<file path="config.mk">
export PLATFORM = sky130hd
export DESIGN_NAME = rc4_stream_cipher
export DESIGN_NICKNAME = d
export VERILOG_FILES = /design/src/rtl/rc4_pkg.sv /design/src/rtl/rc4_ctrl.sv /design/src/rtl/rc4_dp.sv /design/src/rtl/rc4_stream_cipher.sv
export SDC_FILE = /design/constraint.sdc
export NUM_CORES = 2
export LEC_CHECK = 0
export BUFFER_PORTS_ARGS = -buffer_cell sky130_fd_sc_hd__buf_2
export CAP_MARGIN = 20
export CORE_AREA = 5 5 719 721
export CTS_BUF_LIST = sky130_fd_sc_hd__clkbuf_4 sky130_fd_sc_hd__clkbuf_8 sky130_fd_sc_hd__clkbuf_16
export CTS_CLUSTER_DIAMETER = 100
export DETAILED_ROUTE_END_ITERATION = 6
export DIE_AREA = 0 0 724 726
export PLACE_DENSITY = 0.54
export SLEW_MARGIN = 25
export SYNTH_ARGS = -nofsm -noshare
export SYNTH_HDL_FRONTEND = slang
export SYNTH_SLANG_ARGS = --single-unit
</file>
<file path="constraint.sdc">
create_clock -name i_clk -period 13.6 [get_ports i_clk]
set_clock_uncertainty 0.1 [all_clocks]
set_input_delay 0.68 -clock i_clk [delete_from_list [all_inputs] [get_ports i_clk]]
set_output_delay 0.68 -clock i_clk [all_outputs]
set_load 0.005 [all_outputs]
</file>
<file path="src/rtl/rc4_pkg.sv">
// Shared types and constants for the RC4 stream cipher block.
`default_nettype none
package rc4_pkg;

    localparam int PERM_SIZE = 256;
    localparam int PERM_AW   = 8;
    localparam int BYTE_W    = 8;

    typedef enum logic [3:0] {
        ST_IDLE,
        ST_D_I,
        ST_D_J,
        ST_D_SW1,
        ST_D_SW2,
        ST_D_OUT,
        ST_K_INIT,
        ST_K_RD,
        ST_K_M,
        ST_K_SW1,
        ST_K_SW2
    } t_state;

    typedef enum logic [3:0] {
        OP_NONE,
        OP_ACCEPT,
        OP_D_I,
        OP_D_J,
        OP_D_SW1,
        OP_D_SW2,
        OP_D_OUT,
        OP_K_INIT,
        OP_K_RD,
        OP_K_M,
        OP_K_SW1,
        OP_K_SW2
    } t_dp_op;

    typedef struct packed {
        t_dp_op op;
    } t_dp_cmd;

    typedef struct packed {
        logic out_busy;
        logic k_last;
    } t_dp_sts;

endpackage
`default_nettype wire

</file>
<file path="src/rtl/rc4_ctrl.sv">
// Controller state machine sequencing key schedule rounds and keystream steps.
`default_nettype none
module rc4_ctrl (
    input  wire logic             i_clk,
    input  wire logic             i_rst_n,
    input  wire logic             i_in_valid,
    output logic                  o_in_ready,
    input  wire logic             i_in_type,
    input  wire logic             i_in_last,
    input  wire logic             i_out_ready,
    output rc4_pkg::t_dp_cmd      o_cmd,
    input  wire rc4_pkg::t_dp_sts i_sts
);
    import rc4_pkg::*;

    t_state r_state;
    t_state n_state;

    always_ff @(posedge i_clk) begin
        if (!i_rst_n) begin
            r_state <= ST_IDLE;
        end else begin
            r_state <= n_state;
        end
    end

    always_comb begin
        n_state    = r_state;
        o_cmd.op   = OP_NONE;
        o_in_ready = 1'b0;
        case (r_state)
            ST_IDLE: begin
                o_in_ready = 1'b1;
                if (i_in_valid) begin
                    o_cmd.op = OP_ACCEPT;
                    if (i_in_type) begin
                        n_state = ST_D_I;
                    end else if (i_in_last) begin
                        n_state = ST_K_INIT;
                    end
                end
            end
            ST_D_I: begin
                o_cmd.op = OP_D_I;
                n_state  = ST_D_J;
            end
            ST_D_J: begin
                o_cmd.op = OP_D_J;
                n_state  = ST_D_SW1;
            end
            ST_D_SW1: begin
                o_cmd.op = OP_D_SW1;
                n_state  = ST_D_SW2;
            end
            ST_D_SW2: begin
                o_cmd.op = OP_D_SW2;
                n_state  = ST_D_OUT;
            end
            ST_D_OUT: begin
                // hold until the output register is free
                if (!i_sts.out_busy || i_out_ready) begin
                    o_cmd.op = OP_D_OUT;
                    n_state  = ST_IDLE;
                end
            end
            ST_K_INIT: begin
                o_cmd.op = OP_K_INIT;
                n_state  = ST_K_RD;
            end
            ST_K_RD: begin
                o_cmd.op = OP_K_RD;
                n_state  = ST_K_M;
            end
            ST_K_M: begin
                o_cmd.op = OP_K_M;
                n_state  = ST_K_SW1;
            end
            ST_K_SW1: begin
                o_cmd.op = OP_K_SW1;
                n_state  = ST_K_SW2;
            end
            ST_K_SW2: begin
                o_cmd.op = OP_K_SW2;
                n_state  = i_sts.k_last ? ST_IDLE : ST_K_RD;
            end
            default: begin
                n_state = ST_IDLE;
            end
        endcase
    end

endmodule
`default_nettype wire

</file>
<file path="src/rtl/rc4_dp.sv">
// Datapath: permutation memory, key store, indices and output register.
`default_nettype none
module rc4_dp #(
    parameter int MAX_KEY_LEN = 256
) (
    input  wire logic                          i_clk,
    input  wire logic                          i_rst_n,
    input  wire rc4_pkg::t_dp_cmd              i_cmd,
    output rc4_pkg::t_dp_sts                   o_sts,
    input  wire logic                          i_in_type,
    input  wire logic [rc4_pkg::BYTE_W-1:0]    i_in_byte,
    output logic                               o_out_valid,
    input  wire logic                          i_out_ready,
    output logic [2*rc4_pkg::BYTE_W-1:0]       o_out_data
);
    import rc4_pkg::*;

    localparam int KW = (MAX_KEY_LEN > 1) ? $clog2(MAX_KEY_LEN) : 1;
    localparam int CW = $clog2(MAX_KEY_LEN + 1);

    // permutation memory; an entry whose valid bit is clear reads as its address
    logic [BYTE_W-1:0]    r_perm [PERM_SIZE];
    logic [PERM_SIZE-1:0] r_pvld;
    logic [BYTE_W-1:0]    r_rd_data;
    logic [PERM_AW-1:0]   r_rd_addr;
    logic                 r_rd_vld;

    logic [BYTE_W-1:0]    r_key [MAX_KEY_LEN];
    logic [BYTE_W-1:0]    r_kb;

    logic [PERM_AW-1:0] r_i, n_i, r_j, n_j, r_t, n_t;
    logic [BYTE_W-1:0]  r_si, n_si, r_sj, n_sj, r_sk, n_sk, r_byte, n_byte;
    logic [PERM_AW-1:0] r_k, n_k, r_m, n_m;
    logic [KW-1:0]      r_kidx, n_kidx;
    logic [CW-1:0]      r_cnt, n_cnt, r_klen, n_klen;
    logic               r_out_valid, n_out_valid;
    logic [2*BYTE_W-1:0] r_out_data, n_out_data;

    logic               w_pwe, w_pre, w_kwe, w_clr;
    logic [PERM_AW-1:0] w_pwa, w_pra;
    logic [BYTE_W-1:0]  w_pwd, w_pval, w_ks, w_sum;
    logic [CW-1:0]      w_kinc;

    assign w_pval = r_rd_vld ? r_rd_data : r_rd_addr;
    assign w_kinc = CW'(r_kidx) + CW'(1);

    always_comb begin
        n_i = r_i;  n_j = r_j;  n_t = r_t;
        n_si = r_si; n_sj = r_sj; n_sk = r_sk; n_byte = r_byte;
        n_k = r_k;  n_m = r_m;  n_kidx = r_kidx;
        n_cnt = r_cnt; n_klen = r_klen;
        n_out_data = r_out_data;
        n_out_valid = r_out_valid && !i_out_ready;
        w_pwe = 1'b0; w_pwa = r_i; w_pwd = r_si;
        w_pre = 1'b0; w_pra = r_i;
        w_kwe = 1'b0; w_clr = 1'b0;
        w_ks  = w_pval;
        w_sum = r_m + w_pval + r_kb;
        case (i_cmd.op)
            OP_ACCEPT: begin
                n_byte = i_in_byte;
                // drop key bytes once the store is full
                if (!i_in_type && (r_cnt < CW'(MAX_KEY_LEN))) begin
                    w_kwe = 1'b1;
                    n_cnt = r_cnt + CW'(1);
                end
            end
            OP_D_I: begin
                n_i   = r_i + PERM_AW'(1);
                w_pre = 1'b1;
                w_pra = n_i;
            end
            OP_D_J: begin
                n_si  = w_pval;
                n_j   = r_j + w_pval;
                w_pre = 1'b1;
                w_pra = n_j;
            end
            OP_D_SW1: begin
                n_sj  = w_pval;
                w_pwe = 1'b1;
                w_pwa = r_i;
                w_pwd = w_pval;
                n_t   = r_si + w_pval;
                w_pre = 1'b1;
                w_pra = n_t;
            end
            OP_D_SW2: begin
                w_pwe = 1'b1;
                w_pwa = r_j;
                w_pwd = r_si;
            end
            OP_D_OUT: begin
                // the read of S[t] saw the table before the swap: forward
                if (r_t == r_j) begin
                    w_ks = r_si;
                end else if (r_t == r_i) begin
                    w_ks = r_sj;
                end
                n_out_data  = {w_ks, r_byte ^ w_ks};
                n_out_valid = 1'b1;
            end
            OP_K_INIT: begin
                w_clr  = 1'b1;
                n_m    = '0;
                n_k    = '0;
                n_kidx = '0;
                n_i    = '0;
                n_j    = '0;
                n_klen = (r_cnt == '0) ? CW'(1) : r_cnt;
                n_cnt  = '0;
            end
            OP_K_RD: begin
                w_pre = 1'b1;
                w_pra = r_k;
            end
            OP_K_M: begin
                n_sk  = w_pval;
                n_m   = w_sum;
                w_pre = 1'b1;
                w_pra = w_sum;
            end
            OP_K_SW1: begin
                w_pwe = 1'b1;
                w_pwa = r_k;
                w_pwd = w_pval;
            end
            OP_K_SW2: begin
                w_pwe  = 1'b1;
                w_pwa  = r_m;
                w_pwd  = r_sk;
                n_k    = r_k + PERM_AW'(1);
                n_kidx = (w_kinc == r_klen) ? '0 : w_kinc[KW-1:0];
            end
            default: begin
            end
        endcase
    end

    always_ff @(posedge i_clk) begin
        if (w_pwe) begin
            r_perm[w_pwa] <= w_pwd;
        end
        if (w_pre) begin
            r_rd_data <= r_perm[w_pra];
            r_rd_addr <= w_pra;
            r_rd_vld  <= r_pvld[w_pra];
        end
    end

    always_ff @(posedge i_clk) begin
        if (!i_rst_n || w_clr) begin
            r_pvld <= '0;
        end else if (w_pwe) begin
            r_pvld[w_pwa] <= 1'b1;
        end
    end

    always_ff @(posedge i_clk) begin
        if (w_kwe) begin
            r_key[r_cnt[KW-1:0]] <= i_in_byte;
        end
        if (i_cmd.op == OP_K_RD) begin
            r_kb <= r_key[r_kidx];
        end
    end

    always_ff @(posedge i_clk) begin
        if (!i_rst_n) begin
            r_i         <= '0;
            r_j         <= '0;
            r_cnt       <= '0;
            r_out_valid <= 1'b0;
        end else begin
            r_i         <= n_i;
            r_j         <= n_j;
            r_cnt       <= n_cnt;
            r_out_valid <= n_out_valid;
        end
    end

    always_ff @(posedge i_clk) begin
        r_t        <= n_t;
        r_si       <= n_si;
        r_sj       <= n_sj;
        r_sk       <= n_sk;
        r_byte     <= n_byte;
        r_k        <= n_k;
        r_m        <= n_m;
        r_kidx     <= n_kidx;
        r_klen     <= n_klen;
        r_out_data <= n_out_data;
    end

    assign o_sts.out_busy = r_out_valid;
    assign o_sts.k_last   = (r_k == '1);
    assign o_out_valid    = r_out_valid;
    assign o_out_data     = r_out_data;

    a_out_from_step: assert property (@(posedge i_clk) disable iff (!i_rst_n)
        $rose(r_out_valid) |-> $past(i_cmd.op == OP_D_OUT))
        else $error("result raised without a keystream step");

    a_cnt_bound: assert property (@(posedge i_clk) disable iff (!i_rst_n)
        r_cnt <= CW'(MAX_KEY_LEN))
        else $error("key count beyond key store depth");

    a_klen_nonzero: assert property (@(posedge i_clk) disable iff (!i_rst_n)
        i_cmd.op == OP_K_INIT |=> r_klen != '0)
        else $error("key schedule started with zero length");

    a_kidx_range: assert property (@(posedge i_clk) disable iff (!i_rst_n)
        i_cmd.op == OP_K_RD |-> CW'(r_kidx) < r_klen)
        else $error("key index outside stored key");

endmodule
`default_nettype wire

</file>
<file path="src/rtl/rc4_stream_cipher.sv">
// Top level of the RC4 stream cipher: stream ports, controller and datapath.
// Key beat: taken in the idle state; the beat marked tlast then runs the key schedule,
//   an init step and 256 rounds of read, mix and swap writes; no beat is taken meanwhile.
// Data beat: i, j, swap and output steps, then the result is registered; no new beat
//   is taken before the output step, set by the single read and write ports of the memory.
// Reset (i_rst_n low, synchronous) clears indices, key count, output valid and the
//   permutation valid bits, so the table reads as identity at once: no clearing pass.
`default_nettype none
module rc4_stream_cipher #(
    parameter int MAX_KEY_LEN = 256
) (
    input  wire logic        i_clk,
    input  wire logic        i_rst_n,
    input  wire logic        s_axis_tvalid,
    output logic             s_axis_tready,
    input  wire logic [7:0]  s_axis_tdata,   // [7:0] byte_value
    input  wire logic        s_axis_tuser,   // [0] req_type: 0 key byte, 1 data byte
    input  wire logic        s_axis_tlast,   // key_last
    output logic             m_axis_tvalid,
    input  wire logic        m_axis_tready,
    output logic [15:0]      m_axis_tdata    // [7:0] out_byte, [15:8] keystream_byte
);
    import rc4_pkg::*;

    t_dp_cmd w_cmd;
    t_dp_sts w_sts;

    // controller: accepts a beat only when idle, then steps the datapath
    rc4_ctrl u_ctrl (
        .i_clk       (i_clk),
        .i_rst_n     (i_rst_n),
        .i_in_valid  (s_axis_tvalid),
        .o_in_ready  (s_axis_tready),
        .i_in_type   (s_axis_tuser),
        .i_in_last   (s_axis_tlast),
        .i_out_ready (m_axis_tready),
        .o_cmd       (w_cmd),
        .i_sts       (w_sts)
    );

    // datapath: permutation table, key store and the output register that
    // holds a finished beat while the sink stalls
    rc4_dp #(
        .MAX_KEY_LEN (MAX_KEY_LEN)
    ) u_dp (
        .i_clk       (i_clk),
        .i_rst_n     (i_rst_n),
        .i_cmd       (w_cmd),
        .o_sts       (w_sts),
        .i_in_type   (s_axis_tuser),
        .i_in_byte   (s_axis_tdata),
        .o_out_valid (m_axis_tvalid),
        .i_out_ready (m_axis_tready),
        .o_out_data  (m_axis_tdata)
    );

endmodule
`default_nettype wire
</file>
==> summary.txt <==
Run status
  • Status: complete, no violations

Global route
  • Number of global-route vias before repair: 98800
  • Initial antenna violation count: 20
  • Global-route wire length before repair: 717000 um
  • GRT overflow: 0
  • Tot GR Track Use: 18.4%
  • Largest net degree at the start of global routing: 207

Logic synthesis
  • Post-synth top flop: edfxtp_1
  • Seq/Total Area, Yosys: 74.4%
  • Post-synth EDFFs: 4210
  • Syn avg cell area: 16.2 um^2
  • Largest area contributor in the synthesized netlist: edfxtp_1
  • Synth Net Count: 11000
  • Yosys reg bits: 4496
  • Mapped Area: 178000 um^2
  • Async set-reset flop share out of synthesis: 0%
  • Area contributors post-synth: edfxtp_1 (71%), mux4_2 (7.3%), dfxtp_1 (3.2%)
  • Synth top area share: 71.2%
  • Post-synth cell types: 80
  • Post-Synthesis Cells: 11000
  • Ys Warns: 0

Critical path
  • CP Capture Type: flop
  • Slowest-stage cell, CP: buf_4
  • CP startpoint kind: flop
  • Crit path arrival time: 8740 ps
  • CP Depth: 20
  • Crit Path Class: flop to flop
  • CP Buf/Inv Count: 5
  • Worst path top cell family by delay: buffers and inverters
  • Max incr delay on CP: 750 ps
  • R2R depth: 20
  • CP Max Fanout: 123
  • Required @ worst endpoint: 14380 ps
  • Crit-path cells: mux2_2, fa_1, ha_1, inv_1, fa_1, xor2_1, a2bb2oi_1, o211ai_2, o32ai_4, buf_4, inv_8, buf_4, buf_12, mux4_2, nand2_1, nand4_1, nor4bb_1, o2111ai_1, nor2_1, or4_1

CTS
  • H-tree levels: 5
  • Clock Sinks: 4496
  • Clk_lat worst skew: 1020 ps
  • CTS tree: built
  • Postcts setup bufs: 0
  • Clock Path Buffers: 4
  • Clock Tree Root: clkbuf_16
  • TritonCTS buffer count: 441
  • Worst-path clk slew: 60 ps

Final layout
  • Final Util: 39.2%
  • Final nets: 11000
  • Share of cells above drive strength 1: 14.5%
  • Non-Filler Instances: 18100
  • P&R area growth vs syn: 12.7%
  • Fillers: 46500

Floorplanning
  • Die height: 726 um
  • IO Pins: 32
  • Row count: 263
  • Total die area: 526000 um^2
  • Die Wd: 724 um
  • Core area: 511000 um^2
  • Starting Density: 34.8%

Route
  • WL/cell: 27.6 um
  • Drt first pass iters: 6
  • Routed Wire Length: 498000 um
  • DRC: 0
  • Initial detailed-routing violation count: 11400
  • Via-per-instance ratio: 5.51
  • Remaining antenna violation count: 0
  • Routed via count: 99500

Timing
  • Worst-margin pin slew: 1200 ps
  • Final setup TNS: 0 ps
  • Worst hold slack: 44.3 ps
  • RSZ-0062 raised after global routing: false
  • Endpoints failing setup: 0
  • Final Hold Viols: 0
  • Fin crit share: 58.5%
  • Max Freq: 0.126 GHz
  • Slew margin rel.: 19.6%
  • Tmin final: 7960 ps
  • Slew Limit Fails: 0

Worst hold path
  • Hold depth: 1
  • Hold Crit Class: input pin to flop

Power
  • Total power: 36.7 mW
  • Peak VDD IR: 0.158 mV
  • Leak: 64.8 nW
  • Cell Pwr Density: 183 nW/um^2

Job
  • Max cap viols: 0

Placement
  • Dpl hpwl: 294000 um
  • Dpl cells: 17200
  • IO Port Bufs: 31
  • Placer Congestion: 0.856
[placed cells by master, fill, tap and decap left out, types with 199 or more instances in the layout]
cell       instances
a21oi_1          268
o221ai_1         245
nand2_1         1429
mux2i_1          530
nand3_1          645
dfxtp_1          286
mux4_2           579
nor2_1           815
o21a_1           199
clkbuf_16        450
edfxtp_1        4210
[kinds of logic after synthesis]
kind of cell    count (synthesis)  share of synthesized area, %
buf+inv                       743                          1.82
mux                          1116                          10.4
xor+xnor                       78                         0.385
simple gates                 3293                          7.90
flops                        4496                          74.4
fa+ha+maj                      37                         0.303
compound gates               1194                          4.83
[layer usage]
| metal | up-vias | routed length [um] | global-route usage (%) |
|---|---|---|---|
| li1 | 42700 | - | - |
| met1 | 52000 | 207000 | 25.1 |
| met2 | 3875 | 239000 | 30.0 |
| met3 | 882 | 33100 | 2.70 |
| met4 | 4 | 19400 | 6.49 |
| met5 | - | 24 | 0 |
[final cells by class]
cell class | count | area (um^2) | area share (%)
timing repair buffer | 227 | 1970 | 0.982
antenna | 5 | 12.5 | 0.00625
clock buffer | 587 | 12500 | 6.24
tap | 6757 | 8450 | 4.22
inverter | 28 | 164 | 0.0819
multi-input combinational | 5718 | 42600 | 21.3
sequential | 4496 | 132000 | 66.0
clock inverter | 235 | 2430 | 1.21
[registers in the layout, indices dropped and copies added (netlist names)]
name,cells
u_ctrl.r_state,4
u_dp.o_out_data,16
u_dp.o_out_valid,1
u_dp.r_byte,8
u_dp.r_cnt,9
u_dp.r_i,8
u_dp.r_j,8
u_dp.r_k,8
u_dp.r_kb,8
u_dp.r_key,2048
u_dp.r_kidx,8
u_dp.r_klen,9
u_dp.r_m,8
u_dp.r_perm,2048
u_dp.r_pvld,256
u_dp.r_rd_addr,8
u_dp.r_rd_data,8
u_dp.r_rd_vld,1
u_dp.r_si,8
u_dp.r_sj,8
u_dp.r_sk,8
u_dp.r_t,8
[worst reg2reg max path, cell delays in order (launching register included)]
cell       delay, ps
edfxtp_1         580
mux2_2           540
fa_1             590
ha_1             170
inv_1             70
fa_1             460
xor2_1           190
a2bb2oi_1        150
o211ai_2         130
o32ai_4          100
buf_4            280
inv_8            520
buf_4            830
buf_12           580
mux4_2           470
nand2_1           60
nand4_1          230
nor4bb_1         560
o2111ai_1        510
nor2_1           510
or4_1            190
[path summary, 6_finish.rpt]
check	start	end	slack (ps)
worst max-delay path	u_dp.r_rd_vld$_DFFE_PP_	u_dp.r_rd_data[2]$_DFFE_PP_	5640
worst min-delay path	s_axis_tdata[1]	u_dp.r_key[103][1]$_DFFE_PP_	40
worst max register to register	u_dp.r_rd_vld$_DFFE_PP_	u_dp.r_rd_data[2]$_DFFE_PP_	5640
worst min register to register	u_dp.r_pvld[150]$_SDFFE_PP0N_	u_dp.r_pvld[150]$_SDFFE_PP0N_	360
[per-stage QoR]
step | setup slack (ps) | area (um^2)
after floorplan | 7690 | 178000
final | 5640 | 200000
after CTS | 5690 | 200000
after global routing | 5380 | 200000
after global placement | 5670 | 185000
after detailed placement | 5670 | 185000
[synth_stat cells (all sizes together), types with 16 or more instances]
cell	count
a2111oi	42
a21oi	268
nand2	1446
a32oi	17
o21a	199
buf	317
mux4	579
mux2i	530
nor2b	20
nand3	648
edfxtp	4210
a221o	16
nand4	59
nor4	22
a22oi	29
and3	86
o22ai	126
xor2	53
a31oi	44
inv	25
o21ai	38
nor2	839
a311oi	66
o221ai	245
dfxtp	286
ha	27
a211oi	40
nor3	108
clkbuf	398
xnor2	25
[power by group]
group,total (mW),switching (mW),internal (mW)
clock,12.6,5.29,7.28
combinational,8.34,5.96,2.38
sequential,15.8,0.0984,15.7
total,36.7,11.3,25.4
[repair_timing]
action                     in CTS  in global routing
setup endpoints to repair       0                  0
hold buffers                    2                  1
gates resized for setup         0                  0
hold endpoints to repair        7                 15
Note: power is estimated with default switching activity, not from simulation.
